`src/rtl/core/armc_pkg.sv`:
```
`timescale 1ns / 1ps

package armc_pkg;

    localparam int CMD_W     = 3;
    localparam int HOUR_W    = 5;
    localparam int MINUTE_W  = 6;
    localparam int DIST_W    = 13;
    localparam int BYTE_W    = 8;
    localparam int SNOOZE_W  = 16;
    localparam int DUTY_W    = 9;
    localparam int MODE_W    = 3;
    localparam int FILL_W    = 2;
    localparam int CFG_IDX_W = 3;
    localparam int CFG_W     = 16;

    localparam logic [DUTY_W-1:0] FULL_DUTY = DUTY_W'(256);

    typedef enum logic [MODE_W-1:0] {
        MODE_OFF    = 3'd0,
        MODE_ON     = 3'd1,
        MODE_SNOOZE = 3'd2,
        MODE_HAZARD = 3'd3,
        MODE_SHUT   = 3'd4
    } t_mode;

    typedef enum logic [CMD_W-1:0] {
        CMD_POLL   = 3'd0,
        CMD_DIST   = 3'd1,
        CMD_RX     = 3'd2,
        CMD_SECOND = 3'd3,
        CMD_MINUTE = 3'd4
    } t_cmd;

    typedef enum logic [FILL_W-1:0] {
        FILL_NONE  = 2'd0,
        FILL_RED   = 2'd1,
        FILL_BLACK = 2'd2
    } t_fill;

    typedef enum logic [CFG_IDX_W-1:0] {
        CFG_ALARM_HOUR   = 3'd0,
        CFG_ALARM_MINUTE = 3'd1,
        CFG_HAZARD_MM    = 3'd2,
        CFG_SNOOZE_SEC   = 3'd3,
        CFG_CRUISE_DUTY  = 3'd4,
        CFG_TURN_DUTY    = 3'd5
    } t_cfg_idx;

    typedef enum logic [1:0] {
        RX_IDLE = 2'd0,
        RX_BANG = 2'd1,
        RX_ARG  = 2'd2
    } t_rx_phase;

    localparam logic [BYTE_W-1:0] CH_A    = 8'h61;
    localparam logic [BYTE_W-1:0] CH_B    = 8'h62;
    localparam logic [BYTE_W-1:0] CH_BANG = 8'h21;
    localparam logic [BYTE_W-1:0] CH_UB   = 8'h42;

    function automatic logic [DUTY_W-1:0] sat_duty(input logic [DUTY_W-1:0] d);
        return (d > FULL_DUTY) ? FULL_DUTY : d;
    endfunction

endpackage

```
`src/rtl/core/alarm_robot_mode_controller_core.sv`:
```
`timescale 1ns / 1ps

// channel  | valid        | stall        | payload
// input    | i_in_valid   | o_in_stall   | i_cmd .. i_rx_byte
// output   | o_out_valid  | i_out_stall  | o_mode .. o_screen_fill
// config   | i_cfg_we     | none         | i_cfg_index, i_cfg_data
//
// one transaction per cycle unless an output stall holds the flow
// the mode update sits between the input register and the result register
// reset is synchronous: mode off, parser idle, snooze timer stopped
// an output stall holds the result and backs up into o_in_stall

module alarm_robot_mode_controller_core (
    input  logic                               i_clk,
    input  logic                               i_rst_n,
    input  logic                               i_cfg_we,
    input  logic [armc_pkg::CFG_IDX_W-1:0]     i_cfg_index,
    input  logic [armc_pkg::CFG_W-1:0]         i_cfg_data,
    input  logic                               i_in_valid,
    output logic                               o_in_stall,
    input  logic [armc_pkg::CMD_W-1:0]         i_cmd,
    input  logic [armc_pkg::HOUR_W-1:0]        i_now_hour,
    input  logic [armc_pkg::MINUTE_W-1:0]      i_now_minute,
    input  logic                               i_off_pressed,
    input  logic                               i_snooze_pressed,
    input  logic [armc_pkg::DIST_W-1:0]        i_distance_mm,
    input  logic [armc_pkg::BYTE_W-1:0]        i_rx_byte,
    output logic                               o_out_valid,
    input  logic                               i_out_stall,
    output logic [armc_pkg::MODE_W-1:0]        o_mode,
    output logic [armc_pkg::DUTY_W-1:0]        o_left_duty,
    output logic [armc_pkg::DUTY_W-1:0]        o_right_duty,
    output logic [armc_pkg::FILL_W-1:0]        o_screen_fill
);
    import armc_pkg::*;

    // config
    logic [HOUR_W-1:0]   r_alarm_hour;
    logic [MINUTE_W-1:0] r_alarm_minute;
    logic [DIST_W-1:0]   r_hazard_mm;
    logic [SNOOZE_W-1:0] r_snooze_sec;
    logic [DUTY_W-1:0]   r_cruise_duty;
    logic [DUTY_W-1:0]   r_turn_duty;

    // state
    t_mode               r_mode,         n_mode;
    logic                r_flash_black,  n_flash_black;
    logic [SNOOZE_W-1:0] r_snooze_left,  n_snooze_left;
    logic                r_snooze_run,   n_snooze_run;
    t_rx_phase           r_rx_phase,     n_rx_phase;

    // input register
    logic                r_s1_valid;
    logic [CMD_W-1:0]    r_s1_cmd;
    logic [HOUR_W-1:0]   r_s1_hour;
    logic [MINUTE_W-1:0] r_s1_minute;
    logic                r_s1_off;
    logic                r_s1_snz;
    logic [DIST_W-1:0]   r_s1_dist;
    logic [BYTE_W-1:0]   r_s1_rx;

    // result register
    logic                r_out_valid;
    logic [MODE_W-1:0]   r_out_mode;
    logic [DUTY_W-1:0]   r_out_left;
    logic [DUTY_W-1:0]   r_out_right;
    logic [FILL_W-1:0]   r_out_fill;

    logic                w_out_free;
    logic                w_adv;
    logic                w_in_acc;
    t_fill               w_fill;
    logic [DUTY_W-1:0]   w_left;
    logic [DUTY_W-1:0]   w_right;

    assign w_out_free = !r_out_valid || !i_out_stall;
    assign w_adv      = r_s1_valid && w_out_free;
    assign o_in_stall = r_s1_valid && !w_out_free;
    assign w_in_acc   = i_in_valid && !o_in_stall;

    always_comb begin
        n_mode        = r_mode;
        n_flash_black = r_flash_black;
        n_snooze_left = r_snooze_left;
        n_snooze_run  = r_snooze_run;
        n_rx_phase    = r_rx_phase;
        w_fill        = FILL_NONE;
        unique case (r_s1_cmd)
            CMD_POLL: begin
                if (r_s1_hour == r_alarm_hour && r_s1_minute == r_alarm_minute &&
                    (n_mode == MODE_OFF || n_mode == MODE_ON)) begin
                    n_mode = MODE_ON;
                end
                if (n_mode == MODE_ON && r_s1_off) begin
                    n_mode = MODE_SHUT;
                end
                if (n_mode == MODE_ON && r_s1_snz) begin
                    n_mode        = MODE_SNOOZE;
                    n_snooze_left = r_snooze_sec;
                    n_snooze_run  = 1'b1;
                end
                if (n_mode == MODE_ON) begin
                    w_fill        = r_flash_black ? FILL_BLACK : FILL_RED;
                    n_flash_black = !r_flash_black;
                end else if (r_flash_black) begin
                    w_fill        = FILL_BLACK;
                    n_flash_black = 1'b0;
                end
            end
            CMD_DIST: begin
                if (r_s1_dist < r_hazard_mm && r_mode == MODE_ON) begin
                    n_mode = MODE_HAZARD;
                end else if (r_s1_dist >= r_hazard_mm && r_mode == MODE_HAZARD) begin
                    n_mode = MODE_ON;
                end
            end
            CMD_RX: begin
                if (r_rx_phase == RX_BANG) begin
                    n_rx_phase = (r_s1_rx == CH_UB) ? RX_ARG : RX_IDLE;
                end else if (r_rx_phase == RX_ARG) begin
                    n_mode        = MODE_SNOOZE;
                    n_snooze_left = r_snooze_sec;
                    n_snooze_run  = 1'b1;
                    n_rx_phase    = RX_IDLE;
                end else begin
                    n_rx_phase = RX_IDLE;
                    if (r_s1_rx == CH_A) begin
                        n_mode = MODE_ON;
                    end else if (r_s1_rx == CH_B) begin
                        n_mode = MODE_SHUT;
                    end else if (r_mode == MODE_ON && r_s1_rx == CH_BANG) begin
                        n_rx_phase = RX_BANG;
                    end
                end
            end
            CMD_SECOND: begin
                if (r_snooze_run) begin
                    if (r_snooze_left <= SNOOZE_W'(1)) begin
                        n_snooze_left = '0;
                        n_snooze_run  = 1'b0;
                        if (r_mode == MODE_SNOOZE) begin
                            n_mode = MODE_ON;
                        end
                    end else begin
                        n_snooze_left = r_snooze_left - SNOOZE_W'(1);
                    end
                end
            end
            CMD_MINUTE: begin
                if (r_mode == MODE_SHUT) begin
                    n_mode = MODE_OFF;
                end
            end
            default: begin
            end
        endcase

        w_left  = '0;
        w_right = '0;
        if (n_mode == MODE_ON) begin
            w_left  = sat_duty(r_cruise_duty);
            w_right = w_left;
        end else if (n_mode == MODE_HAZARD) begin
            w_left  = sat_duty(r_turn_duty);
        end
    end

    always_ff @(posedge i_clk) begin
        if (!i_rst_n) begin
            r_alarm_hour   <= '0;
            r_alarm_minute <= '0;
            r_hazard_mm    <= DIST_W'(600);
            r_snooze_sec   <= SNOOZE_W'(60);
            r_cruise_duty  <= DUTY_W'(128);
            r_turn_duty    <= FULL_DUTY;
        end else if (i_cfg_we) begin
            unique case (i_cfg_index)
                CFG_ALARM_HOUR:   r_alarm_hour   <= i_cfg_data[HOUR_W-1:0];
                CFG_ALARM_MINUTE: r_alarm_minute <= i_cfg_data[MINUTE_W-1:0];
                CFG_HAZARD_MM:    r_hazard_mm    <= i_cfg_data[DIST_W-1:0];
                CFG_SNOOZE_SEC:   r_snooze_sec   <= i_cfg_data[SNOOZE_W-1:0];
                CFG_CRUISE_DUTY:  r_cruise_duty  <= i_cfg_data[DUTY_W-1:0];
                CFG_TURN_DUTY:    r_turn_duty    <= i_cfg_data[DUTY_W-1:0];
                default: begin
                end
            endcase
        end
    end

    always_ff @(posedge i_clk) begin
        if (!i_rst_n) begin
            r_mode        <= MODE_OFF;
            r_flash_black <= 1'b0;
            r_snooze_left <= '0;
            r_snooze_run  <= 1'b0;
            r_rx_phase    <= RX_IDLE;
        end else if (w_adv) begin
            r_mode        <= n_mode;
            r_flash_black <= n_flash_black;
            r_snooze_left <= n_snooze_left;
            r_snooze_run  <= n_snooze_run;
            r_rx_phase    <= n_rx_phase;
        end
    end

    always_ff @(posedge i_clk) begin
        if (!i_rst_n) begin
            r_s1_valid <= 1'b0;
        end else if (!o_in_stall) begin
            r_s1_valid <= i_in_valid;
        end
        if (w_in_acc) begin
            r_s1_cmd    <= i_cmd;
            r_s1_hour   <= i_now_hour;
            r_s1_minute <= i_now_minute;
            r_s1_off    <= i_off_pressed;
            r_s1_snz    <= i_snooze_pressed;
            r_s1_dist   <= i_distance_mm;
            r_s1_rx     <= i_rx_byte;
        end
    end

    always_ff @(posedge i_clk) begin
        if (!i_rst_n) begin
            r_out_valid <= 1'b0;
        end else if (w_out_free) begin
            r_out_valid <= r_s1_valid;
        end
        if (w_adv) begin
            r_out_mode  <= n_mode;
            r_out_left  <= w_left;
            r_out_right <= w_right;
            r_out_fill  <= w_fill;
        end
    end

    assign o_out_valid   = r_out_valid;
    assign o_mode        = r_out_mode;
    assign o_left_duty   = r_out_left;
    assign o_right_duty  = r_out_right;
    assign o_screen_fill = r_out_fill;

endmodule

```
`config.mk`:
```
export PLATFORM = sky130hd
export DESIGN_NAME = alarm_robot_mode_controller_core
export DESIGN_NICKNAME = d
export VERILOG_FILES = /design/src/rtl/core/armc_pkg.sv /design/src/rtl/core/alarm_robot_mode_controller_core.sv
export SDC_FILE = /design/constraint.sdc
export NUM_CORES = 1
export LEC_CHECK = 0
export ABC_AREA = 1
export BUFFER_PORTS_ARGS = -buffer_cell sky130_fd_sc_hd__buf_2
export CAP_MARGIN = 5
export CORE_MARGIN = 4
export CORE_UTILIZATION = 42
export CTS_BUF_LIST = sky130_fd_sc_hd__clkbuf_8
export CTS_CLUSTER_DIAMETER = 100
export CTS_CLUSTER_SIZE = 24
export DETAILED_ROUTE_END_ITERATION = 8
export PLACE_DENSITY = 0.72
export SKIP_LAST_GASP = 1
export SLEW_MARGIN = 10
export SYNTH_ARGS = -nofsm -noshare
export SYNTH_HDL_FRONTEND = slang
export SYNTH_SLANG_ARGS = --single-unit
```
`constraint.sdc`:
```
create_clock -name i_clk -period 5 [get_ports i_clk]
set_clock_uncertainty 0.15 [all_clocks]
set_input_delay 0.5 -clock i_clk [delete_from_list [all_inputs] [get_ports i_clk]]
set_output_delay 0.5 -clock i_clk [all_outputs]
set_load 0.005 [all_outputs]
```
* Yosys cells after proc, flatten, opt, wreduce, memory -nomap -nowiden *
Index checks and enable logic that the tools add are counted.

storage, ports and cells
  word-level logic and storage cells = 134
  bits of input ports = 61
  output and inout port bits = 25
  register bits = 143

cells by class
  $add $sub $neg = 1
  reductions and logical operators = 31
  muxes and demuxes = 43
  $lt $le $gt $ge = 5
  equality and inequality tests = 30

operator list
  operator                                                                number
  16-bit two-way mux                                                      5
  3-bit two-way mux                                                       16
  16-bit one-hot mux with 3 select lines                                  1
  9-bit two-way mux                                                       4
  8-bit by 7-bit equality test with 1-bit output, second input constant   3
  3-bit by 1-bit equality test with 1-bit output, second input constant   7
  3-bit by 2-bit equality test with 1-bit output, second input constant   7
  9-bit > comparator, second input constant                               2
  16-bit by 1-bit <= comparator with 1-bit output, second input constant  1
  2-bit AND reduction                                                     8
  16-bit by 1-bit subtractor with 16-bit output, second input constant    1
  3-bit one-hot mux with 5 select lines                                   1
  13-bit greater-or-equal comparator                                      1
  13-bit < comparator                                                     1
  3-bit equality test, second input constant                              4
  1-bit logical AND                                                       10
  1-bit two-way mux                                                       10
  2-bit two-way mux                                                       5
  3-bit logical NOT                                                       3
  8-bit by 6-bit equality test with 1-bit output, second input constant   1
  2-bit != test, second input constant                                    4
  6-bit equality test                                                     1
  6-bit AND reduction                                                     1
  5-bit equality test                                                     1
  7 further kinds                                                         12

* Logic depth before layout (Yosys ltp) *
  depth after elaboration = 17
  mapped depth = 16
  depth with buffers taken out = 16

* Worst setup path before layout *
Ideal clock, no wire load.

  path type = input -> register
  start = input i_out_stall
  end = register r_snooze_left[12]
  data required time = 4715 ps
  buffers on the path = 1
  slack = 2411 ps
  library setup time = 135 ps
  arrival = 2304 ps
  cell stages on the path = 9
  cells stage by stage = nand2_1 > inv_1 > nor2_2 > inv_1 > nor2_1 > o211ai_4 > buf_2 > nand2_1 > a21oi_2

between the ends
  word-level cells in the longest chain between the ends = 4

RTL lines
  what                                  RTL line                                 source
  start: declaration                    alarm_robot_mode_controller_core.sv:29   input logic i_out_stall,
  1-bit logical NOT                     alarm_robot_mode_controller_core.sv:76   assign w_out_free = !r_out_valid || !i_out_stall;
  1-bit logical OR                      alarm_robot_mode_controller_core.sv:76
  1-bit logical AND                     alarm_robot_mode_controller_core.sv:77   assign w_adv = r_s1_valid && w_out_free;
  named net w_adv                       alarm_robot_mode_controller_core.sv:70   logic w_adv;
  6-bit AND reduction (no source line)  n/a
  end signal: assignment                alarm_robot_mode_controller_core.sv:200  r_snooze_left <= n_snooze_left;
  end: declaration                      alarm_robot_mode_controller_core.sv:48   logic [SNOOZE_W-1:0] r_snooze_left, n_snooze_left;

The timed path passes the listed nets, and every way through them passes these cells.
A chain may end at the register's enable or synchronous reset.

* Worst setup path after layout *
  start = register r_s1_dist[11]
  end = register r_out_left[8], in the netlist o_left_duty[8] (data pin)

between the ends
  word-level cells in the longest chain between the ends = 8
  elaborated cells between the ends (all ways) = 11
  those cells by class = order compare (2); eq/ne (2); mux (5); reduce/logical (2)

RTL lines
  what                                            RTL line                                 source
  start: declaration                              alarm_robot_mode_controller_core.sv:59   logic [DIST_W-1:0] r_s1_dist;
  start signal: assignment                        alarm_robot_mode_controller_core.sv:218  r_s1_dist <= i_distance_mm;
  13-bit greater-or-equal comparator              alarm_robot_mode_controller_core.sv:113  end else if (r_s1_dist >= r_hazard_mm && r_mode == MODE_HAZARD) begin
  1-bit logical AND                               alarm_robot_mode_controller_core.sv:113
  3-bit two-way mux                               alarm_robot_mode_controller_core.sv:113
  3-bit two-way mux *                             alarm_robot_mode_controller_core.sv:111  if (r_s1_dist < r_hazard_mm && r_mode == MODE_ON) begin
  3-bit one-hot mux with 5 select lines *         alarm_robot_mode_controller_core.sv:88   unique case (r_s1_cmd)
  3-bit by 2-bit equality test with 1-bit output  alarm_robot_mode_controller_core.sv:163  end else if (n_mode == MODE_HAZARD) begin
  9-bit two-way mux                               alarm_robot_mode_controller_core.sv:163
  9-bit two-way mux *                             alarm_robot_mode_controller_core.sv:160  if (n_mode == MODE_ON) begin
  named net w_left[8]                             alarm_robot_mode_controller_core.sv:73   logic [DUTY_W-1:0] w_left;
  end signal: assignment                          alarm_robot_mode_controller_core.sv:231  r_out_left <= w_left;
  end: declaration                                alarm_robot_mode_controller_core.sv:65   logic [DUTY_W-1:0] r_out_left;

The timed path passes the listed nets; every way through them passes the cells marked *.

==> out/qor.yml <==
run_status:
  outcome: "finished, final reports clean"
hold_path:
  hold_path.class: "primary input to flip-flop"
  hold_crit_start: "i_distance_mm[6]"
clock_tree:
  clock_tree.buffer_depth: 2
  tritoncts.num_buffers: 17
  clock_tree.htree_level_count: 4
  cts-hold-fix-buffers: 0
  clkLatencyLatePin_ns: 0.45
  cts.reportedPaths.clkPinSlew_ns: 0.08
  post_cts.repair.setup_buffers: 0
  cts-resized-gates: 0
  clock_tree.root_cell: "clkbuf_8"
  numClockSinks: 143
  clock_tree_from_tritoncts: "done"
sta:
  final_period_minus_worst_setup_slack_ns: 2.67
  setup_viol: 0
  tns_ns: 0
  unrepaired_setup_endpoints_after_global_routing: "no"
  hold_vio_cnt_final: 0
  max-slew-margin-rel_pct: 35.1
  worstMarginPinSlew_ns: 0.974
  max_clock_freq_mhz: 374
  final_max_slew_viol_count: 0
  hold_slack_ns: 0.0698
  final_min_period_over_clock_period_pct: 53.5
finish:
  syn_to_final_growth_pct: 15.7
  number_of_diodes_added_for_antenna_fixing: 0
  nets: 955
  drive_gt1_share_pct: 15.9
logic_synthesis:
  yosys.cell_types.count: 42
  synthMostInstantiatedCell: "inv_1"
  synth_top_cells_by_area: "edfxtp_1 (27%), dfxtp_1 (25%), inv_1 (7.6%)"
  synth_top_cells_by_count: "inv_1 (135), nand2_1 (126), nor2_1 (84)"
  async_flop_share_pct: 0
  ys_seq_area_share_pct: 52.3
  yosys_warnings: 0
  syn_area_um2: 6630
  synth_compound_area_share_pct: 14.6
  post_synthesis_sequential_element_count: 143
  synth-xor-area-share_pct: 1.85
  synth_adder_area_share_pct: 2.83
  cell_type_with_the_highest_aggregate_area_in_the_netlist: "edfxtp_1"
  combinational_family_with_the_most_area_after_synthesis: "simple AND/OR/NAND/NOR gates"
  synth_top_flop_cell: "dfxtp_1"
  postSynthNetCount: 871
  synth.top_cell.area_share_pct: 27.2
  mux_contribution_to_synthesized_area_pct: 0
  synth-simple-area-share_pct: 18.7
  synth-edff-count: 60
  syn_inst: 795
  mean_post_synth_cell_area_um2: 8.34
pwr:
  total_leakage_power_nw: 3.42
  power.density_cell_area_nw_per_um2: 335
  peak_supply_drop_mv: 0.209
routing:
  routed_via_count: 5251
  wl_per_cell_um: 12.8
  drc: 0
  vias_per_cell: 4.76
  detailedRoute.firstPassIterationCount: 6
  drt_first_iter_violations: 331
  final_antenna_net_count: 0
  detail_route.wirelength_um: 14100
place:
  place.port_buffers: 85
  gp_congestion: 0.887
  detailedPlacementHpwl_um: 10000
die:
  design.die.area_um2: 17900
  die_y_um: 134
  start_util_pct: 43.3
  boundaryPins: 86
  core_um2: 15300
  core.rowCount: 45
  overall_die_width_um: 134
global_routing:
  grt_use_total_pct: 16.2
  grt_max_degree: 65
  grt_pass1_wl_um: 23300
  grt_overflow_total: 0
  grt_antenna_before_repair: 0
  via_count_of_the_first_global_routing_pass: 5031
setup_path:
  r2r_slack_ns: 2.33
  reg2regPathDepth: 13
  end_kind: "flip-flop"
  required_ns: 5.16
  criticalPathCategory: "flip-flop to flip-flop"
  critical_path_arrival_ns: 2.84
  worstReg2RegStart: "r_s1_dist[11]$_DFFE_PP_"
  crit_start: "r_s1_dist[11]$_DFFE_PP_"
  worst_setup_start_kind: "flip-flop"
  worstPathMaxFanout: 11
  worst_r2r_endpoint: "o_left_duty[8]$_DFFE_PP_"
  endpoint: "o_left_duty[8]$_DFFE_PP_"
flow_run:
  cap_viol_max_count: 0
## critical path, stage by stage, from the launching register on
cell      delay, ns
edfxtp_1       0.41
ha_1           0.31
nand2_1        0.07
nor2_1         0.18
nand4_1        0.19
nand2_1        0.10
nand2_1        0.05
nand3_1        0.08
nand2_1        0.05
nand2_1        0.06
nand4_1        0.37
inv_2          0.31
nand3_1        0.13
nand2_1        0.08
## stage by stage
step	instance area, µm²	instances	setup slack [ns]	power (mW)	utilization, %
4_1_cts	7670	1103	2.33	2.60	50.1
3_3_place_gp	7230	1071	2.41	1.58	47.2
5_1_grt	7670	1103	2.05	2.69	50.1
6_report	7670	1103	2.33	2.57	50.1
2_1_floorplan	6630	795	2.41	1.50	-
3_5_place_dp	7230	1071	2.32	1.59	47.2
## sequential cells by signal, summed over array words and instances, names as in the netlist, 2 cells and up
signal / count
r_snooze_left: 16
r_s1_hour: 5
o_screen_fill: 2
r_s1_cmd: 3
r_mode: 3
r_s1_minute: 6
r_alarm_hour: 5
o_left_duty: 9
r_turn_duty: 9
o_mode: 3
r_rx_phase: 2
r_cruise_duty: 9
o_right_duty: 9
r_s1_dist: 13
r_alarm_minute: 6
r_hazard_mm: 13
r_s1_rx: 8
r_snooze_sec: 16
## cell type report
class	count	area, µm²
clock inverters	15	208
flip-flops and latches	143	3460
inverters	141	536
multi-input cells	488	2520
fillers	1460	7640
well taps	211	264
repair buffers	88	448
clock buffers	17	234
## kinds of logic (layout without fill, tap and decap cells)
family	Yosys count	after routing
flops	143	143
compound gates	176	176
xor+xnor	14	14
simple gates	283	283
buf+inv	164	261
fa+ha+maj	15	15
## power breakdown
| part | total, mW | internal (mW) | switching (mW) |
|---|---|---|---|
| sequential | 1.29 | 1.27 | 0.0237 |
| combinational | 0.267 | 0.0966 | 0.170 |
| clock | 1.01 | 0.551 | 0.461 |
## placed cells by master (no fill, tap or decap), types with 17 or more instances in the layout
master | Yosys | final
a21oi_1 | 70 | 70
buf_2 | 4 | 85
clkbuf_8 | 0 | 17
dfxtp_1 | 83 | 83
edfxtp_1 | 60 | 60
inv_1 | 135 | 135
nand2_1 | 126 | 126
nand3_1 | 29 | 29
nand4_1 | 18 | 18
nor2_1 | 84 | 84
o21ai_0 | 71 | 71
## metal layers
layer	vias up	GRT usage (%)	share of wire (%)
li1	2778	-	-
met1	2335	20.1	46
met2	121	27.3	48
met3	17	4.31	4.8
met4	0	5.89	1.7
met5	-	0	0
## worst min path at each step
stage / slack, ns / end / cells past startpoint
5_1_grt: 0.04 / r_s1_cmd[1]$_DFFE_PP_ / 1
3_5_place_dp: 0.30 / r_snooze_sec[10]$_SDFFE_PN0P_ / 2
2_1_floorplan: 0.27 / r_snooze_sec[15]$_SDFFE_PN0P_ / 2
6_report: 0.07 / r_s1_dist[6]$_DFFE_PP_ / 1
4_1_cts: 0.03 / r_s1_minute[2]$_DFFE_PP_ / 1
3_3_place_gp: 0.30 / r_snooze_sec[10]$_SDFFE_PN0P_ / 2
Note: power is estimated with default switching activity, not from simulation.
